===== config.mk =====
export PLATFORM = sky130hd
export DESIGN_NAME = tagged_deque_move_to_front_unit
export DESIGN_NICKNAME = d
export VERILOG_FILES = /design/src/tdmtf_pkg.sv /design/src/tdmtf_cell.sv /design/src/tagged_deque_move_to_front_unit.sv
export SDC_FILE = /design/constraint.sdc
export NUM_CORES = 1
export LEC_CHECK = 0
export BUFFER_PORTS_ARGS = -buffer_cell sky130_fd_sc_hd__buf_2
export CORE_ASPECT_RATIO = 2
export CORE_MARGIN = 1.5
export CORE_UTILIZATION = 60
export CTS_CLUSTER_DIAMETER = 80
export DETAILED_ROUTE_END_ITERATION = 10
export HOLD_SLACK_MARGIN = 0.03
export PLACE_DENSITY = 0.77
export REMOVE_ABC_BUFFERS = 1
export SLEW_MARGIN = 20
export SYNTH_ARGS = -nofsm -noshare
export SYNTH_HDL_FRONTEND = slang
export SYNTH_HIERARCHICAL = 1
export SYNTH_SLANG_ARGS = --single-unit

===== constraint.sdc =====
create_clock -name clk -period 9 [get_ports clk]
set_input_delay 2.25 -clock clk [delete_from_list [all_inputs] [get_ports clk]]
set_output_delay 2.25 -clock clk [all_outputs]
set_load 0.005 [all_outputs]

===== src/tdmtf_pkg.sv =====
`timescale 1ns / 1ps
package tdmtf_pkg;

	localparam int QUEUE_DEPTH = 16;
	localparam int CNT_W       = $clog2(QUEUE_DEPTH + 1);
	localparam int TAG_W       = 16;
	localparam int OCC_W       = 5;

	typedef enum logic [2:0] {
		MODE_PUSH_TAIL = 3'd0,
		MODE_PUSH_HEAD = 3'd1,
		MODE_POP_HEAD  = 3'd2,
		MODE_MOVE_HEAD = 3'd3,
		MODE_DELETE    = 3'd4
	} mode_t;

	typedef enum logic [1:0] {
		ST_OK        = 2'd0,
		ST_EMPTY     = 2'd1,
		ST_FULL      = 2'd2,
		ST_NOT_FOUND = 2'd3
	} status_t;

	typedef struct packed {
		mode_t            mode;
		logic [TAG_W-1:0] item_tag;
	} req_t;

	typedef struct packed {
		logic [TAG_W-1:0] out_tag;
		logic             out_valid;
		status_t          status;
		logic [OCC_W-1:0] occupancy;
	} rsp_t;

	typedef struct packed {
		logic             en;
		mode_t            mode;
		logic [TAG_W-1:0] tag;
		logic             full;
		logic             empty;
		logic             found;
	} cell_cmd_t;

endpackage


===== src/tdmtf_cell.sv =====
`timescale 1ns / 1ps
module tdmtf_cell
	import tdmtf_pkg::*;
(
	input  logic             clk,
	input  cell_cmd_t        cmd,
	input  logic             occ,
	input  logic             at_tail,
	input  logic [TAG_W-1:0] prev_tag,
	input  logic [TAG_W-1:0] next_tag,
	input  logic             found_in,
	output logic             found_out,
	output logic [TAG_W-1:0] tag_q
);

	logic [TAG_W-1:0] tag_d;

	assign found_out = found_in | (occ && (tag_q == cmd.tag));

	always_comb begin
		tag_d = tag_q;
		if (cmd.en) begin
			unique case (cmd.mode)
				MODE_PUSH_TAIL: if (!cmd.full && at_tail) tag_d = cmd.tag;
				MODE_PUSH_HEAD: if (!cmd.full) tag_d = prev_tag;
				MODE_POP_HEAD:  if (!cmd.empty) tag_d = next_tag;
				MODE_MOVE_HEAD: if (cmd.found && !found_in) tag_d = prev_tag;
				MODE_DELETE:    if (cmd.found && found_out) tag_d = next_tag;
				default:        tag_d = tag_q;
			endcase
		end
	end

	always_ff @(posedge clk) begin
		tag_q <= tag_d;
	end

endmodule


===== src/tagged_deque_move_to_front_unit.sv =====
`timescale 1ns / 1ps
// The response strobes on done in the cycle after the request is taken.
// Throughput: one request per cycle; busy stays low, set by the
// update of the slot cell row (compare, find-first and shift in one pass).
// Reset: arst_n clears the item count and done; slot contents are not reset.
// The receiver cannot stall; every response shows for exactly one cycle.
module tagged_deque_move_to_front_unit
	import tdmtf_pkg::*;
(
	input  logic clk,
	input  logic arst_n,
	input  logic start,
	output logic busy,
	input  req_t req,
	output logic done,
	output rsp_t rsp
);

	logic [CNT_W-1:0] count_q;
	logic [CNT_W-1:0] count_d;
	logic             accept;
	logic             full;
	logic             empty;
	logic             found;
	cell_cmd_t        cmd;
	logic [TAG_W-1:0] tags     [QUEUE_DEPTH];
	logic             chain    [QUEUE_DEPTH+1];
	rsp_t             rsp_d;
	rsp_t             rsp_q;
	logic             done_q;

	assign busy   = 1'b0;
	assign accept = start && !busy;
	assign full   = (count_q == CNT_W'(QUEUE_DEPTH));
	assign empty  = (count_q == '0);
	assign found  = chain[QUEUE_DEPTH];

	assign cmd.en    = accept;
	assign cmd.mode  = req.mode;
	assign cmd.tag   = req.item_tag;
	assign cmd.full  = full;
	assign cmd.empty = empty;
	assign cmd.found = found;

	assign chain[0] = 1'b0;

	for (genvar i = 0; i < QUEUE_DEPTH; i++) begin : g_cell
		logic [TAG_W-1:0] prev_tag;
		logic [TAG_W-1:0] next_tag;

		if (i == 0) begin : g_head
			assign prev_tag = req.item_tag;
		end else begin : g_mid
			assign prev_tag = tags[i-1];
		end
		if (i == QUEUE_DEPTH - 1) begin : g_tail
			assign next_tag = tags[i];
		end else begin : g_body
			assign next_tag = tags[i+1];
		end

		tdmtf_cell u_cell (
			.clk      (clk),
			.cmd      (cmd),
			.occ      (CNT_W'(i) < count_q),
			.at_tail  (CNT_W'(i) == count_q),
			.prev_tag (prev_tag),
			.next_tag (next_tag),
			.found_in (chain[i]),
			.found_out(chain[i+1]),
			.tag_q    (tags[i])
		);
	end

	always_comb begin
		count_d         = count_q;
		rsp_d.out_tag   = '0;
		rsp_d.out_valid = 1'b0;
		rsp_d.status    = ST_OK;
		unique case (req.mode)
			MODE_PUSH_TAIL, MODE_PUSH_HEAD: begin
				if (full) rsp_d.status = ST_FULL;
				else count_d = count_q + CNT_W'(1);
			end
			MODE_POP_HEAD: begin
				if (empty) begin
					rsp_d.status = ST_EMPTY;
				end else begin
					rsp_d.out_tag   = tags[0];
					rsp_d.out_valid = 1'b1;
					count_d         = count_q - CNT_W'(1);
				end
			end
			MODE_MOVE_HEAD: if (!found) rsp_d.status = ST_NOT_FOUND;
			MODE_DELETE: begin
				if (!found) rsp_d.status = ST_NOT_FOUND;
				else count_d = count_q - CNT_W'(1);
			end
			default: count_d = count_q;
		endcase
		rsp_d.occupancy = OCC_W'(count_d);
	end

	always_ff @(posedge clk or negedge arst_n) begin
		if (!arst_n) begin
			count_q <= '0;
			done_q  <= 1'b0;
		end else begin
			done_q <= accept;
			if (accept) count_q <= count_d;
		end
	end

	always_ff @(posedge clk) begin
		if (accept) rsp_q <= rsp_d;
	end

	assign done = done_q;
	assign rsp  = rsp_q;

endmodule


==> impl_metrics.py, run 1 <==
metrics = {
    "outcome": {
        "status": "finished with violations",
        "failed_checks": "design-rule violations",
    },
    "route": {
        "drcViolationCount": 1,
        "wire_per_inst_microns": 21.1,
        "drtIter0Drc": 1538,
        "via_count": 15000,
        "routed_via_density": 6.36,
        "drt-total-wl_mm": 49.8,
        "detail-route-antenna-nets": 0,
        "first_pass_iters": 11,
    },
    "power": {
        "sw_frac_of_total_pct": 29.4,
        "total_power_mw": 3.75,
        "power.internal_mw": 2.64,
        "pwr-share-clk_pct": 34.4,
        "comb_power_share_pct": 19.4,
        "pwr_density_cell_nw_per_um2": 187,
        "p_leak_nw": 7.60,
        "p_switching_mw": 1.10,
        "ir_worst_vdd_uv": 190,
        "p_seq_share_pct": 46.2,
    },
    "placed_design": {
        "dp.cells": 2309,
        "gp_congestion": 0.880,
        "place_area_sq_um": 19000,
        "place_hpwl_mm": 34.7,
        "dp_slack_ns": 0.482,
        "portBuffers": 46,
    },
    "setup_path": {
        "cp-start-kind": "input pin",
        "path_class": "in2reg",
        "worstReg2RegStart": "count_q[4]",
        "r2r_end": "g_cell[9].u_cell/tag_q[4]",
        "worst-path-buf-inv": 3,
        "cp_max_fo": 51,
        "critPathMostFrequentCell": "or2b_1",
        "crit_slowest_cell": "buf_2",
        "regToRegSetupSlack_ns": 1.57,
        "crit_family": "simple AND/OR/NAND/NOR gates",
        "arrival_ns": 8.29,
        "cpPeakStageDelay_ns": 0.30,
        "cp.required_ns": 9.30,
        "cp-end-kind": "register",
        "ff2ff_path_depth": 29,
        "cp.depth": 28,
    },
    "yosys": {
        "yosys-top-cells-count": "nand2_1, edfxtp_1, a22oi_1",
        "ys_seq_elements": 286,
        "synthTopCellsByArea": "edfxtp_1, nand2_1, a22oi_1, xnor2_1, xor2_1",
        "ys_types": 53,
        "yosys_warnings": 6,
        "synth_flop_cell": "edfxtp_1",
        "synth_top_area_share_pct": 46.3,
        "netlist_instances": 1906,
        "yosys.area.top_type": "edfxtp_1",
        "yosysSeqAreaShare_pct": 47.1,
        "netlist_area_sq_um": 18200,
        "avgSynthCellArea_sq_um": 9.53,
        "yosysMostFrequentCell": "nand2_1",
        "synth_edf_count": 280,
        "synthArstFlopShare_pct": 2.10,
    },
    "layout": {
        "nNetsFinal": 1998,
        "utilization_pct": 66.8,
        "stdcell_count": 2360,
        "area_growth_pct": 10.2,
        "diodes": 0,
        "layout-drive-gt1-share_pct": 9.49,
        "final_cell_area_sq_um": 20000,
    },
    "global_route": {
        "grt_pass1_vias": 14000,
        "grt_overflow": 0,
        "antenna_found_initial": 0,
        "grt_pass1_wl_mm": 78.7,
        "grt.total_usage_pct": 31.3,
        "grt_max_degree": 78,
    },
    "clocking": {
        "hold_buffers": 0,
        "cts_htree_levels": 1,
        "cts_inserted_buffers": 28,
        "clockBufferDepth": 3,
        "cts.sinks": 286,
        "clkTransAtPathRegs_ns": 0.06,
        "post_cts_buffers": 0,
        "cts-root-buf": "clkbuf_16",
        "postCtsResizedCells": 0,
        "tritoncts": "built",
        "worstSkewPairLatency_ns": 0.57,
    },
    "timing": {
        "fin_tns_setup_ns": 0,
        "setup_violations": 0,
        "hold_violations": 0,
        "timing.hold.ws_ns": 0.625,
        "rsz0062_at_grt": "no",
        "max_freq_mhz": 125,
        "fin_crit_sh_pct": 88.8,
        "slew_viol_final": 0,
        "finClkSkew_ns": 0.0119,
        "setup_ws_ns": 1.01,
        "tightest_slew_ns": 1.07,
        "maxSlewHeadroom_pct": 28.7,
        "period_needed_ns": 7.99,
    },
    "floorplan": {
        "dieArea_sq_um": 31400,
        "die_h_microns": 249,
        "io_pins": 48,
        "die-width_microns": 126,
        "initial_utilization_pct": 60.7,
        "core-area_sq_um": 30000,
        "rows": 90,
    },
    "worst_hold_path": {
        "hold_path_class": "reg2reg",
        "worstHoldPathCells": 1,
        "min_to": "rsp[18]",
        "min_from": "g_cell[0].u_cell/tag_q[10]",
    },
    "job": {
        "max_cap_violations": 0,
    },
}
-- placed cells by master, fill, tap and decap left out, drive strengths merged, types with 24 or more instances in the layout --
cell type and instances:
nor2 61, inv 24, clkbuf 31, nand3 37, nand2 589, buf 110, o21ai 41, xor2 66
nand4 32, a22oi 257, xnor2 211, edfxtp 280
-- power groups by stage --
stage               registers [mW]  logic, mW  clock network (mW)
detailed placement            1.76      0.710                   0
global placement              1.76      0.691                   0
global route                  1.74      0.796                1.34
CTS                           1.73      0.716                1.30
floorplan                     1.71      0.468                   0
finish                        1.73      0.727                1.29
-- cells by family (layout without fill, tap and decap cells) --
kind of cell             count (synthesis)  count (layout)  synth area share [%]
XOR/XNOR                               277             277                  13.4
other                                    1               4                0.0206
AO/OA/AOI/OAI                          369             369                  14.9
buffers and inverters                  101             184                  2.47
adder cells (fa/ha/maj)                  5               5                 0.344
AND/OR/NAND/NOR                        849             849                  20.8
multiplexers                            18              18                 0.992
flip-flops                             286             286                  47.1
-- layer usage --
metal | global-route usage [%] | wire [microns]
met2 | 51.8 | 24400
met3 | 3.05 | 3930
met4 | 12.1 | 1810
met5 | 0 | 0
met1 | 42.7 | 19600
-- state kept, by name, indices dropped and copies added (netlist names) --
name	flops
count_q	5
done	1
g_cell.u_cell/tag_q	256
rsp	24
-- cell type report --
class | count | area, sq um
fillers | 2345 | 9940
clock buffers | 31 | 733
clock inverters | 20 | 259
multi-input cells | 1522 | 9200
repair buffers | 110 | 716
well taps | 368 | 460
flip-flops and latches | 286 | 8560
inverters | 23 | 86.3
-- worst register-to-register path, delay by kind of cell, from the launching register on --
family	cells	cell delay [ns]
and+or+nand+nor	23	5.44
DFF	1	0.67
buffers and inverters	3	0.63
AOI/OAI and AO/OA	3	0.45
-- how the worst max path moves through the flow --
| stage | from | slack [ns] | endpoint |
|---|---|---|---|
| after detailed placement | req[12] | 0.48 | g_cell[9].u_cell/tag_q[3] |
| final | req[12] | 1.01 | g_cell[9].u_cell/tag_q[4] |
| after global routing | req[12] | 0.70 | g_cell[9].u_cell/tag_q[4] |
| after global placement | req[12] | 0.66 | g_cell[1].u_cell/tag_q[3] |
| after floorplan | req[14] | 0.92 | g_cell[0].u_cell/tag_q[0] |
| after CTS | req[12] | 1.05 | g_cell[9].u_cell/tag_q[0] |
(Power assumes the default switching activity.)
==> run 2: changes to the inputs <==
--- a/config.mk
+++ b/config.mk
@@ -6,7 +6,6 @@
 export NUM_CORES = 1
 export LEC_CHECK = 0
 export BUFFER_PORTS_ARGS = -buffer_cell sky130_fd_sc_hd__buf_2
-export CORE_ASPECT_RATIO = 2
 export CORE_MARGIN = 1.5
 export CORE_UTILIZATION = 60
 export CTS_CLUSTER_DIAMETER = 80
@@ -14,7 +13,7 @@
 export HOLD_SLACK_MARGIN = 0.03
 export PLACE_DENSITY = 0.77
 export REMOVE_ABC_BUFFERS = 1
-export SLEW_MARGIN = 20
+export SLEW_MARGIN = 10
 export SYNTH_ARGS = -nofsm -noshare
 export SYNTH_HDL_FRONTEND = slang
 export SYNTH_HIERARCHICAL = 1
==> impl_metrics.py, run 2 (synthesized netlist as in run 1, its figures left out) <==
metrics = {
    "global_route": {
        "antenna_found_initial": 1,
        "grt_pass1_wl_mm": 81.9,
        "grt_overflow": 0,
        "grt.total_usage_pct": 34.0,
        "grt_max_degree": 79,
        "grt_pass1_vias": 14100,
    },
    "setup_path": {
        "cp.required_ns": 9.25,
        "cp-end-kind": "register",
        "cpPeakStageDelay_ns": 0.28,
        "cp-start-kind": "input pin",
        "regToRegSetupSlack_ns": 1.82,
        "worstReg2RegStart": "count_q[3]",
        "worst-path-buf-inv": 3,
        "critPathMostFrequentCell": "or2b_1",
        "cp_max_fo": 29,
        "ff2ff_path_depth": 29,
        "path_class": "in2reg",
        "arrival_ns": 8.16,
        "r2r_end": "g_cell[1].u_cell/tag_q[2]",
        "crit_family": "simple AND/OR/NAND/NOR gates",
        "crit_slowest_cell": "or2b_1",
    },
    "timing": {
        "fin_tns_setup_ns": 0,
        "slew_viol_final": 0,
        "maxSlewHeadroom_pct": 25.1,
        "rsz0062_at_grt": "no",
        "setup_ws_ns": 1.09,
        "setup_violations": 0,
        "tightest_slew_ns": 1.12,
        "max_freq_mhz": 126,
        "fin_crit_sh_pct": 87.9,
        "period_needed_ns": 7.91,
        "hold_violations": 0,
        "finClkSkew_ns": 0.0135,
    },
    "power": {
        "pwr_density_cell_nw_per_um2": 187,
        "p_leak_nw": 7.62,
        "ir_worst_vdd_uv": 139,
    },
    "floorplan": {
        "dieArea_sq_um": 31300,
        "core-area_sq_um": 29700,
        "die-width_microns": 177,
        "die_h_microns": 177,
        "initial_utilization_pct": 61.1,
        "io_pins": 48,
        "rows": 63,
    },
    "clocking": {
        "cts_htree_levels": 2,
        "clockBufferDepth": 3,
        "postCtsResizedCells": 0,
        "cts.sinks": 286,
        "post_cts_buffers": 0,
        "cts_inserted_buffers": 35,
        "clkTransAtPathRegs_ns": 0.06,
        "hold_buffers": 0,
        "tritoncts": "built",
        "cts-root-buf": "clkbuf_16",
        "worstSkewPairLatency_ns": 0.51,
    },
    "job": {
        "max_cap_violations": 0,
    },
    "route": {
        "detail-route-antenna-nets": 0,
        "wire_per_inst_microns": 22.3,
        "drcViolationCount": 0,
        "routed_via_density": 6.51,
        "drt-total-wl_mm": 53.4,
        "via_count": 15600,
        "first_pass_iters": 6,
        "drtIter0Drc": 2465,
    },
    "placed_design": {
        "place_hpwl_mm": 37.8,
        "dp_slack_ns": 0.561,
        "portBuffers": 46,
        "gp_congestion": 0.947,
    },
    "worst_hold_path": {
        "min_to": "g_cell[10].u_cell/tag_q[12]",
        "worstHoldPathCells": 2,
        "min_from": "g_cell[9].u_cell/tag_q[12]",
        "hold_path_class": "reg2reg",
    },
    "layout": {
        "nNetsFinal": 2008,
        "final_cell_mix": "nand2_1, edfxtp_1, a22oi_1",
        "fillerInstances": 2288,
        "layout_commonest_cell": "nand2_1",
        "top_register": "g_cell.u_cell/tag_q",
        "layout-drive-gt1-share_pct": 8.97,
        "largest_register_ff_count": 256,
        "area_growth_pct": 10.6,
    },
    "outcome": {
        "status": "complete, no violations",
    },
}
==> run 2: changes by cell type in the layout (fill, tap and decap cells not counted), sizes merged <==
cell and delta:
buf +3, bufinv -6, clkbuf +19, clkinv -1, diode +1
==> run 2: metrics by stage <==
step	area (sq um)	cells	total power, mW	util (%)	hold WS, ns
after global routing	20100	2397	3.90	67.6	0.663
final	20100	2398	3.77	67.6	0.627
after floorplan	17800	1831	2.18	-	0.570
after CTS	20100	2397	3.75	67.6	0.626
after detailed placement	19000	2334	2.47	64.1	0.616
after global placement	19000	2334	2.44	64.1	0.613
==> run 2: routing by layer <==
| metal | vias up | global-route usage, % | wire (microns) |
|---|---|---|---|
| li1 | 7014 | - | - |
| met1 | 7417 | 50.8 | 21900 |
| met2 | 1085 | 50.4 | 23200 |
| met3 | 105 | 6.21 | 6810 |
| met4 | 0 | 10.2 | 1520 |
| met5 | - | 0 | 0 |
==> run 2: layout make-up <==
class	count	area (sq um)	area share [%]
diodes	1	2.50	0.0125
multi-input cells	1522	9180	45.7
clock buffers	50	975	4.85
well taps	390	488	2.43
inverters	23	86.3	0.430
clock inverters	13	62.6	0.311
flip-flops and latches	286	8560	42.6
repair buffers	113	738	3.67
==> run 2: worst max-delay path by stage <==
stage                 start                          to  slack [ns]  depth (start not counted)
floorplan           req[14]   g_cell[0].u_cell/tag_q[0]        0.92                         25
global placement    req[12]  g_cell[11].u_cell/tag_q[6]        0.65                         26
detailed placement   req[6]  g_cell[11].u_cell/tag_q[5]        0.56                         25
CTS                  req[6]  g_cell[11].u_cell/tag_q[2]        1.07                         25
global route        req[12]   g_cell[1].u_cell/tag_q[4]        0.82                         28
finish              req[12]   g_cell[1].u_cell/tag_q[2]        1.09                         28
==> run 2: report_power, final <==
group          internal, mW  switching (mW)  leakage [nW]  total, mW
Combinational         0.282           0.448          4.43      0.730
Clock                 0.754           0.542         0.503       1.30
Sequential             1.61           0.134          2.69       1.74
Total                  2.64            1.12          7.62       3.77
==> run 2: worst reg2reg max path: cells and delay by family, from the launching register on <==
family	cells	cell delay, ns
simple gates	23	5.29
buf+inv	3	0.62
flops	1	0.56
compound gates	3	0.45
